**src/rtl/pcm_pkg.sv**
```systemverilog
`default_nettype none
package pcm_pkg;

  localparam int NUM_SLOTS_DEF    = 4;
  localparam int NUM_TIMEOUT_REGS = 4;
  localparam int COMP_W           = 16;
  localparam int NUM_COMP         = 6;
  localparam int CMD_W            = COMP_W * NUM_COMP;
  localparam int AGE_W            = 17;
  localparam int TMO_W            = 16;
  localparam int SRC_W            = 2;
  localparam int SLOT_W           = 3;
  localparam int CFG_IDX_W        = 3;
  localparam int OP_W             = 2;
  localparam int IN_DATA_W        = 104;
  localparam int OUT_DATA_W       = 104;

  localparam logic [SLOT_W-1:0] NO_SLOT = SLOT_W'(4);
  localparam logic [AGE_W-1:0]  AGE_MAX = {AGE_W{1'b1}};

  typedef enum logic [OP_W-1:0] {
    OP_SUBMIT     = 2'd0,
    OP_TICK       = 2'd1,
    OP_FORCE_STOP = 2'd2,
    OP_CLEAR_STOP = 2'd3
  } op_t;

  // broadcast to every cell
  typedef struct packed {
    logic                 submit;
    logic                 tick;
    logic [SRC_W-1:0]     src;
    logic [CMD_W-1:0]     cmd;
    logic                 cfg_we;
    logic [CFG_IDX_W-1:0] cfg_idx;
    logic [TMO_W-1:0]     cfg_data;
  } cell_ctl_t;

  // priority pick handed from lower- to higher-priority cell
  typedef struct packed {
    logic              found;
    logic [SLOT_W-1:0] slot;
    logic [CMD_W-1:0]  cmd;
  } pick_t;

endpackage
`default_nettype wire

```
**src/rtl/pcm_slot_cell.sv**
```systemverilog
`default_nettype none
module pcm_slot_cell
  import pcm_pkg::*;
#(
  parameter int IDX = 0
) (
  input  wire logic      clk,
  input  wire logic      rst_n,
  input  wire cell_ctl_t ctl,
  input  wire pick_t     pick_i,
  output pick_t          pick_o
);

  localparam bit HAS_TMO = (IDX < NUM_TIMEOUT_REGS);

  logic [CMD_W-1:0] cmd_r;
  logic             active_r;
  logic [AGE_W-1:0] age_r;
  logic [TMO_W-1:0] tmo_r;
  logic             sel;
  logic             cfg_sel;
  logic             live;

  assign sel     = HAS_TMO && ctl.submit && (ctl.src == SRC_W'(IDX));
  assign cfg_sel = HAS_TMO && ctl.cfg_we && (ctl.cfg_idx == CFG_IDX_W'(IDX));

  always_ff @(posedge clk) begin
    if (!rst_n) begin
      active_r <= 1'b0;
      age_r    <= '0;
      tmo_r    <= '0;
    end else begin
      if (sel) begin
        active_r <= 1'b1;
        age_r    <= '0;
      end else if (ctl.tick && age_r != AGE_MAX) begin
        age_r <= age_r + AGE_W'(1);
      end
      if (cfg_sel) begin
        tmo_r <= ctl.cfg_data;
      end
    end
  end

  always_ff @(posedge clk) begin
    if (sel) begin
      cmd_r <= ctl.cmd;
    end
  end

  // zero timeout never expires
  assign live = active_r && ((tmo_r == '0) || (age_r <= {1'b0, tmo_r}));

  always_comb begin
    if (live) begin
      pick_o.found = 1'b1;
      pick_o.slot  = SLOT_W'(IDX);
      pick_o.cmd   = cmd_r;
    end else begin
      pick_o = pick_i;
    end
  end

endmodule
`default_nettype wire

```
**src/rtl/priority_command_mux_with_timeout_core.sv**
```systemverilog
`default_nettype none
// Priority velocity command multiplexer with per-slot timeout. A row of slot
// cells, slot 0 first and highest priority, each holds one six-component Q5.10
// command, its active flag, a saturating 17-bit millisecond age and its timeout
// register. Every input item (submit, tick, force stop, clear stop) returns one
// result item: the command of the first active, unexpired slot, or zeros with
// chosen_slot 4 while stopped or when nothing qualifies. An item updates the
// cells on the edge it is accepted; the pick then ripples through the cell row
// and lands in the output register once that register is free to load. The
// block takes no new item until the result of the last one is loaded, so a
// stalled result holds off further items.
module priority_command_mux_with_timeout_core
  import pcm_pkg::*;
#(
  parameter int NUM_SLOTS = NUM_SLOTS_DEF
) (
  input  wire logic                  clk,
  input  wire logic                  rst_n,
  // source, lin_x, lin_y, lin_z, ang_x, ang_y, ang_z, zero pad
  input  wire logic [IN_DATA_W-1:0]  in_tdata,
  // opcode
  input  wire logic [OP_W-1:0]       in_tuser,
  input  wire logic                  in_tvalid,
  output logic                       in_tready,
  // out_lin_x, out_lin_y, out_lin_z, out_ang_x, out_ang_y, out_ang_z,
  // chosen_slot, stopped, zero pad
  output logic [OUT_DATA_W-1:0]      out_tdata,
  output logic                       out_tvalid,
  input  wire logic                  out_tready,
  input  wire logic                  cfg_we,
  input  wire logic [CFG_IDX_W-1:0]  cfg_index,
  input  wire logic [TMO_W-1:0]      cfg_wdata
);

  localparam int PAD_W = OUT_DATA_W - CMD_W - SLOT_W - 1;

  logic                  accept;
  op_t                   op;
  cell_ctl_t             ctl;
  pick_t                 chain [NUM_SLOTS+1];
  logic                  stop_r;
  logic                  pend_r;
  logic                  out_valid_r;
  logic [OUT_DATA_W-1:0] out_data_r;
  logic                  load;
  logic [SLOT_W-1:0]     chosen;
  logic [CMD_W-1:0]      eff_cmd;

  // one item in flight at a time
  assign in_tready = !pend_r;
  assign accept    = in_tvalid && in_tready;
  assign op        = op_t'(in_tuser);

  assign ctl.submit   = accept && (op == OP_SUBMIT);
  assign ctl.tick     = accept && (op == OP_TICK);
  assign ctl.src      = in_tdata[SRC_W-1:0];
  assign ctl.cmd      = in_tdata[SRC_W +: CMD_W];
  assign ctl.cfg_we   = cfg_we;
  assign ctl.cfg_idx  = cfg_index;
  assign ctl.cfg_data = cfg_wdata;

  // lowest-priority end of the row sees nothing found
  assign chain[NUM_SLOTS] = '0;

  for (genvar i = 0; i < NUM_SLOTS; i++) begin : g_cell
    pcm_slot_cell #(
      .IDX (i)
    ) u_cell (
      .clk    (clk),
      .rst_n  (rst_n),
      .ctl    (ctl),
      .pick_i (chain[i+1]),
      .pick_o (chain[i])
    );
  end

  // stop flag
  always_ff @(posedge clk) begin
    if (!rst_n) begin
      stop_r <= 1'b0;
    end else if (accept) begin
      case (op)
        OP_FORCE_STOP: stop_r <= 1'b1;
        OP_CLEAR_STOP: stop_r <= 1'b0;
        default:       stop_r <= stop_r;
      endcase
    end
  end

  // stop or no qualifying slot gives zero command
  always_comb begin
    if (!stop_r && chain[0].found) begin
      chosen  = chain[0].slot;
      eff_cmd = chain[0].cmd;
    end else begin
      chosen  = NO_SLOT;
      eff_cmd = '0;
    end
  end

  assign load = pend_r && (!out_valid_r || out_tready);

  always_ff @(posedge clk) begin
    if (!rst_n) begin
      pend_r      <= 1'b0;
      out_valid_r <= 1'b0;
    end else begin
      if (accept) begin
        pend_r <= 1'b1;
      end else if (load) begin
        pend_r <= 1'b0;
      end
      if (load) begin
        out_valid_r <= 1'b1;
      end else if (out_tready) begin
        out_valid_r <= 1'b0;
      end
    end
  end

  always_ff @(posedge clk) begin
    if (load) begin
      out_data_r <= {{PAD_W{1'b0}}, stop_r, chosen, eff_cmd};
    end
  end

  assign out_tdata  = out_data_r;
  assign out_tvalid = out_valid_r;

endmodule
`default_nettype wire

```
**config.mk**
```make
export PLATFORM = sky130hd
export DESIGN_NAME = priority_command_mux_with_timeout_core
export DESIGN_NICKNAME = d
export VERILOG_FILES = /design/src/rtl/pcm_pkg.sv /design/src/rtl/pcm_slot_cell.sv /design/src/rtl/priority_command_mux_with_timeout_core.sv
export SDC_FILE = /design/constraint.sdc
export NUM_CORES = 1
export LEC_CHECK = 0
export ABC_AREA = 0
export BUFFER_PORTS_ARGS = -buffer_cell sky130_fd_sc_hd__buf_2
export CORE_ASPECT_RATIO = 0.8
export CORE_MARGIN = 5
export CORE_UTILIZATION = 45
export CTS_BUF_LIST = sky130_fd_sc_hd__clkbuf_8
export CTS_CLUSTER_DIAMETER = 40
export DETAILED_ROUTE_END_ITERATION = 8
export PLACE_DENSITY_LB_ADDON = 0.1
export SLEW_MARGIN = 30
export SYNTH_ARGS = -nofsm -noshare
export SYNTH_HDL_FRONTEND = slang
export SYNTH_SLANG_ARGS = --single-unit
export TNS_END_PERCENT = 30
```
**constraint.sdc**
```tcl
create_clock -name clk -period 14.21 [get_ports clk]
set_clock_uncertainty 0.2 [all_clocks]
set_input_delay 1.421 -clock clk [delete_from_list [all_inputs] [get_ports clk]]
set_output_delay 1.421 -clock clk [all_outputs]
set_load 0.03 [all_outputs]
```
# Word-level counts from Yosys, hierarchy flattened
# Index checks and enable logic that the tools add are counted.
dict set report classes {
  addsub 4
  n_lt_le_gt_ge 4
  n_eq_ne 13
  mux 9
  bitwise 2
  reduce_logical 46
}
# op count
set op_table {}
lappend op_table {{100-bit two-way mux} 4}
lappend op_table {{17-bit by 1-bit adder with 17-bit output, second input constant} 4}
lappend op_table {{17-bit by 16-bit <= comparator with 1-bit output} 4}
lappend op_table {{17-bit inequality test, second input constant} 4}
lappend op_table {{16-bit logical NOT} 4}
lappend op_table {{1-bit logical AND} 21}
lappend op_table {{2-bit OR reduction} 5}
lappend op_table {{2-bit equality test, second input constant} 4}
lappend op_table {{3-bit by 2-bit equality test with 1-bit output, second input constant} 2}
lappend op_table {{2-bit nonzero test} 3}
lappend op_table {{1-bit logical OR} 5}
lappend op_table {{2-bit by 1-bit equality test with 1-bit output, second input constant} 2}
lappend op_table {{2-bit logical NOT} 2}
lappend op_table {{1-bit two-way mux} 4}
lappend op_table {{3-bit by 1-bit equality test with 1-bit output, second input constant} 1}
lappend op_table {{1-bit logical NOT} 3}
lappend op_table {{3-bit logical NOT} 1}
lappend op_table {{3-bit OR reduction} 1}
lappend op_table {{1-bit NOT} 2}
lappend op_table {{1-bit one-hot mux with 2 select lines} 1}
lappend op_table {{2-bit AND reduction} 1}
dict set report word_totals {
  reg_bits 623
  in_bits 130
  output_inout_bits 106
  elab_cells 101
}

# Depth between registers and ports, before layout
dict set report depth {
  ltp_word 10
  depth_mapped 13
  mapped_depth_nobuf 11
}

# By module
# Synthesis repeated with hierarchy kept, for this count alone.
dict set report hier_totals {
  hier_cells 3517
  area_unflattened_um2 35485.3
}
# module instances cells_per_inst area_per_inst_um2 seq_area_each_um2
set by_module_without_submodules {}
lappend by_module_without_submodules {{pcm_slot_cell (g_cell[0].u_cell)} 1 911 8499.4 3563.4}
lappend by_module_without_submodules {{pcm_slot_cell (g_cell[2].u_cell)} 1 909 8485.6 3563.4}
lappend by_module_without_submodules {{pcm_slot_cell (g_cell[1].u_cell)} 1 795 7900.1 3563.4}
lappend by_module_without_submodules {{pcm_slot_cell (g_cell[3].u_cell)} 1 671 6701.4 3563.4}
lappend by_module_without_submodules {priority_command_mux_with_timeout_core 1 231 3898.7 3062.9}

# Worst setup path before layout
# OpenSTA, ideal clock, no wires.
dict set report synth_timing {
  path_type {input port to flip-flop}
  from {input port in_tuser[1]}
  to {register g_cell[0].u_cell.age_r[12]}
  setup_ps 128
  arrival_time_ps 10101
  required_time_ps 13882
  setup_slack_ps 3781
  cell_stages 6
  n_path_buf 2
  path_cell_list {nor4b_1 > nor3b_1 > nand2b_1 > clkbuf_1 > clkbuf_1 > nor2_1}
}
dict set report synth_via {
  elab_chain_len 4
  word_cells_on_any_way 7
  classes_between {eq/ne (1); reduce/logical (6)}
}
# element line_no
set synth_rtl {}
lappend synth_rtl {{start: declaration} priority_command_mux_with_timeout_core.sv:22} ;# input wire logic [OP_W-1:0] in_tuser,
lappend synth_rtl {{2-bit logical NOT} priority_command_mux_with_timeout_core.sv:54} ;# assign ctl.submit = accept && (op == OP_SUBMIT);
lappend synth_rtl {{1-bit logical AND} priority_command_mux_with_timeout_core.sv:54}
lappend synth_rtl {{1-bit logical AND} pcm_slot_cell.sv:24} ;# assign sel = HAS_TMO && ctl.submit && (ctl.src == SRC_W'(IDX));
lappend synth_rtl {{via g_cell[0].u_cell.sel} pcm_slot_cell.sv:20} ;# logic sel;
lappend synth_rtl {{2-bit OR reduction (no source line)} n/a}
lappend synth_rtl {{end signal: assignment} pcm_slot_cell.sv:37} ;# age_r <= age_r + AGE_W'(1);
lappend synth_rtl {{end: declaration} pcm_slot_cell.sv:18} ;# logic [AGE_W-1:0] age_r;
# The timed path passes the listed nets, and every way through them passes these cells.
# A chain may end at the register's enable or synchronous reset.

# Final worst setup path
dict set report layout_timing {
  from {register g_cell[2].u_cell.tmo_r[14]}
  to {register out_data_r[29], in the netlist out_tdata[29] (data pin)}
}
dict set report layout_via {
  elab_chain_len 7
  word_cells_on_any_way 8
  classes_between {order compare (1); mux (3); reduce/logical (4)}
}
# element line_no
set layout_rtl {}
lappend layout_rtl {{start: declaration} pcm_slot_cell.sv:19} ;# logic [TMO_W-1:0] tmo_r;
lappend layout_rtl {{start signal: assignment} pcm_slot_cell.sv:40} ;# tmo_r <= ctl.cfg_data;
lappend layout_rtl {{17-bit by 16-bit <= comparator with 1-bit output / 16-bit logical NOT (equally long branches)} pcm_slot_cell.sv:52} ;# assign live = active_r && ((tmo_r == '0) || (age_r <= {1'b0, tmo_r}));
lappend layout_rtl {{1-bit logical OR (*)} pcm_slot_cell.sv:52}
lappend layout_rtl {{1-bit logical AND (*)} pcm_slot_cell.sv:52}
lappend layout_rtl {{100-bit two-way mux (*) (3 in series)} pcm_slot_cell.sv:55} ;# if (live) begin
lappend layout_rtl {{1-bit logical AND} priority_command_mux_with_timeout_core.sv:92} ;# if (!stop_r && chain[0].found) begin
lappend layout_rtl {{end signal: assignment} priority_command_mux_with_timeout_core.sv:123} ;# out_data_r <= {{PAD_W{1'b0}}, stop_r, chosen, eff_cmd};
lappend layout_rtl {{end: declaration} priority_command_mux_with_timeout_core.sv:44} ;# logic [OUT_DATA_W-1:0] out_data_r;
# Mark *: on every way between the ends. The rest lies on a longest branch, timed or not.

==> out/qor.yml <==
path_clk_slew_ps: 60
worstSetupPathType: "flip-flop to flip-flop"
clkPwrFrac_pct: 41.8
pin_count: 236
htree_levels: 3
critPathLaunchType: "flip-flop"
slew_headroom_pct: 34.74
antenna_found_initial: 11
pwr-share-comb_pct: 6.1
clock_latency_ps: 690
grt_max_degree: 81
multiInputGateArea_mm2: 0.007322
wl_mm: 67.54
slew_viol_final: 0
arrival_ps: 4820
p_per_area_mw_per_mm2: 131.9
vdd_drop_max_mv: 0.07440
core_mm2: 0.05559
grt_remaining_overflow: 0
crit_required_ps: 14430
fp-row-count: 77
synth-seq-cells: 623
period_share_pct: 32.34
synth_area_leader_cell: "edfxtp_1"
gp_congestion: 0.8113
netlist_instances: 1903
synth_cell_types: 54
die_area_mm2: 0.06126
synth_top_area_share_pct: 57.28
dp_hpwl_mm: 37.39
postCtsHoldBufs: 0
worst_pin_slew_ps: 978.9
rsz0062_at_grt: "no"
nNetsFinal: 2342
regArea_mm2: 0.01732
setup_tns_ps: 0
switching_share_pct: 23.52
postRouteAntennaNets: 0
seq_area_frac_synth_pct: 68.25
final-setup-viol-count: 0
grt_pass1_vias: 17231
internal_power_mw: 2.965
syn_area_mm2: 0.02537
synth_edf_count: 484
syn_avg_cell_area_um2: 13.33
wl_per_cell_um: 22.65
async_flop_share_pct: 0
synth-simple-area-share_pct: 8.832
synth_compound_area_share_pct: 14.30
synth_xor_area_share_pct: 1.726
yosysMostFrequentCell: "edfxtp_1"
yosysWarningCount: 0
final_layout_size_suffix_gt1_share_pct: 18.40
hold_class: "flip-flop to flip-flop"
grt_pass1_wl_mm: 103.1
die_w_um: 275.5
p_seq_share_pct: 52.1
synthTopCellsByCount: "edfxtp_1, nand2_1, dfxtp_1"
synthFlopType: "edfxtp_1"
status: "complete, no violations"
post_cts_buffers: 0
end_kind: "flip-flop"
detailedRoute.firstIterationViolations: 1279
clock_path_buffers: 3
critical_path.max_fanout: 80
drcViolationCount: 0
port_buffers: 225
static-leakage-power_nw: 9.838
synth_top_family_by_area: "compound AO/OA/AOI/OAI gates"
cts_tree: "done"
avgViaCountPerCell: 5.658
yosys.area_share.adder_pct: 3.550
muxShareOfSynthArea_pct: 0.07890
final_hold_viol_count: 0
fin_crit_ps: 4595
synth.area.top_cells: "edfxtp_1, dfxtp_1, nand2_1"
cts_sinks: 623
global_route.usage.total_pct: 21.66
maxCapViolations: 0
cts_buffers: 105
timing.fmax_mhz: 217.6
p_switching_mw: 0.9118
vias: 16872
die_h_um: 222.4
post_cts_resize_count: 0
start_util_pct: 45.64
worst_hold_slack_ps: 268.6
syn2layout_area_growth_pct: 15.80
fillCellCount: 4765
cts_root_buf: "clkbuf_8"
dr.pass1.iters: 5
## cells by family (layout without fill, tap and decap cells)
logic type	after synthesis	in the layout
buf+inv	199	516
compound gates	452	452
fa+ha+maj	72	72
other cells	1	13
flops	623	623
mux	2	2
simple gates	504	504
xor+xnor	50	50
## final cells by class
type	count	share of cell area (%)
Antenna cell	9	0.07665
Inverter	73	0.9326
Multi-Input combinational cell	1084	24.92
Clock buffer	113	5.293
Timing Repair Buffer	253	4.659
Sequential cell	623	58.94
Tap cell	750	3.194
Clock inverter	77	1.989
## registers in the layout, indices dropped and copies added (netlist names)
register	count
g_cell.u_cell.cmd_r	384
out_tdata	100
g_cell.u_cell.age_r	68
g_cell.u_cell.tmo_r	64
g_cell.u_cell.active_r	4
out_tvalid	1
pend_r	1
stop_r	1
## power by group through the flow
stage,combinational (mW),sequential [mW],clock [mW]
after floorplan,0.0921,2.10,0
after global placement,0.231,2.06,0
after detailed placement,0.237,2.06,0
after CTS,0.237,2.02,1.66
after global routing,0.253,2.02,1.75
final,0.236,2.02,1.62
## per-layer routing
| metal | GRT usage [%] | share of wire, % | vias to the layer above |
|---|---|---|---|
| met4 | 5.406 | 1.7 | 6 |
| met2 | 34.08 | 46 | 462 |
| met3 | 5.425 | 6.8 | 96 |
| met1 | 30.38 | 45 | 8475 |
| li1 | - | - | 7833 |
| met5 | 0 | 0.058 | - |
## per-stage QoR
stage          setup WS, ps  instances  area, um^2  util [%]  power [mW]
3_3_place_gp           8981       2781       27170     48.88       2.289
6_report               9615       2982       29380     52.86       3.877
5_1_grt                9378       2976       29370     52.83       4.027
2_1_floorplan          3781       1906       25380         -       2.191
3_5_place_dp           8956       2783       27220     48.96       2.295
4_1_cts                9565       2973       29360     52.81       3.918
## worst max-delay path, cell delays in order (launching register included)
cell and delay, ps:
dfxtp_1 360, inv_1 80, ha_1 300, nand3_1 110
nor4_1 420, o221ai_1 300, a21o_4 490, nor3_4 810
buf_6 680, a2111oi_0 170, a221o_1 330
## layout by cell type (no fill, tap or decap), types with 13 or more instances in the layout
cell type | netlist | final
edfxtp_1 | 484 | 484
buf_2 | 24 | 225
inv_1 | 73 | 108
a2111oi_0 | 97 | 97
dfxtp_1 | 139 | 139
xnor2_1 | 17 | 17
a21oi_1 | 38 | 38
o211ai_1 | 102 | 102
nor4_1 | 19 | 19
or3_1 | 13 | 13
clkbuf_8 | 0 | 113
a21boi_0 | 65 | 65
nor2_1 | 87 | 84
a221o_1 | 96 | 96
o21ai_0 | 24 | 24
ha_1 | 72 | 72
clkinv_1 | 0 | 15
nand2_1 | 277 | 277
nand3_1 | 28 | 28
nand4_1 | 28 | 28
buf_4 | 13 | 24
xor2_1 | 33 | 33
## path summary, 6_finish.rpt
path                                            startpoint  depth (start not counted)  slack [ps]                    endpoint
worst max-delay path            g_cell[2].u_cell.tmo_r[14]                         10        9610               out_tdata[29]
worst min-delay path            g_cell[2].u_cell.tmo_r[12]                          2         270  g_cell[2].u_cell.tmo_r[12]
worst max register to register  g_cell[2].u_cell.tmo_r[14]                         10        9610               out_tdata[29]
worst min register to register  g_cell[2].u_cell.tmo_r[12]                          2         270  g_cell[2].u_cell.tmo_r[12]
Note: power is estimated with default switching activity, not from simulation.
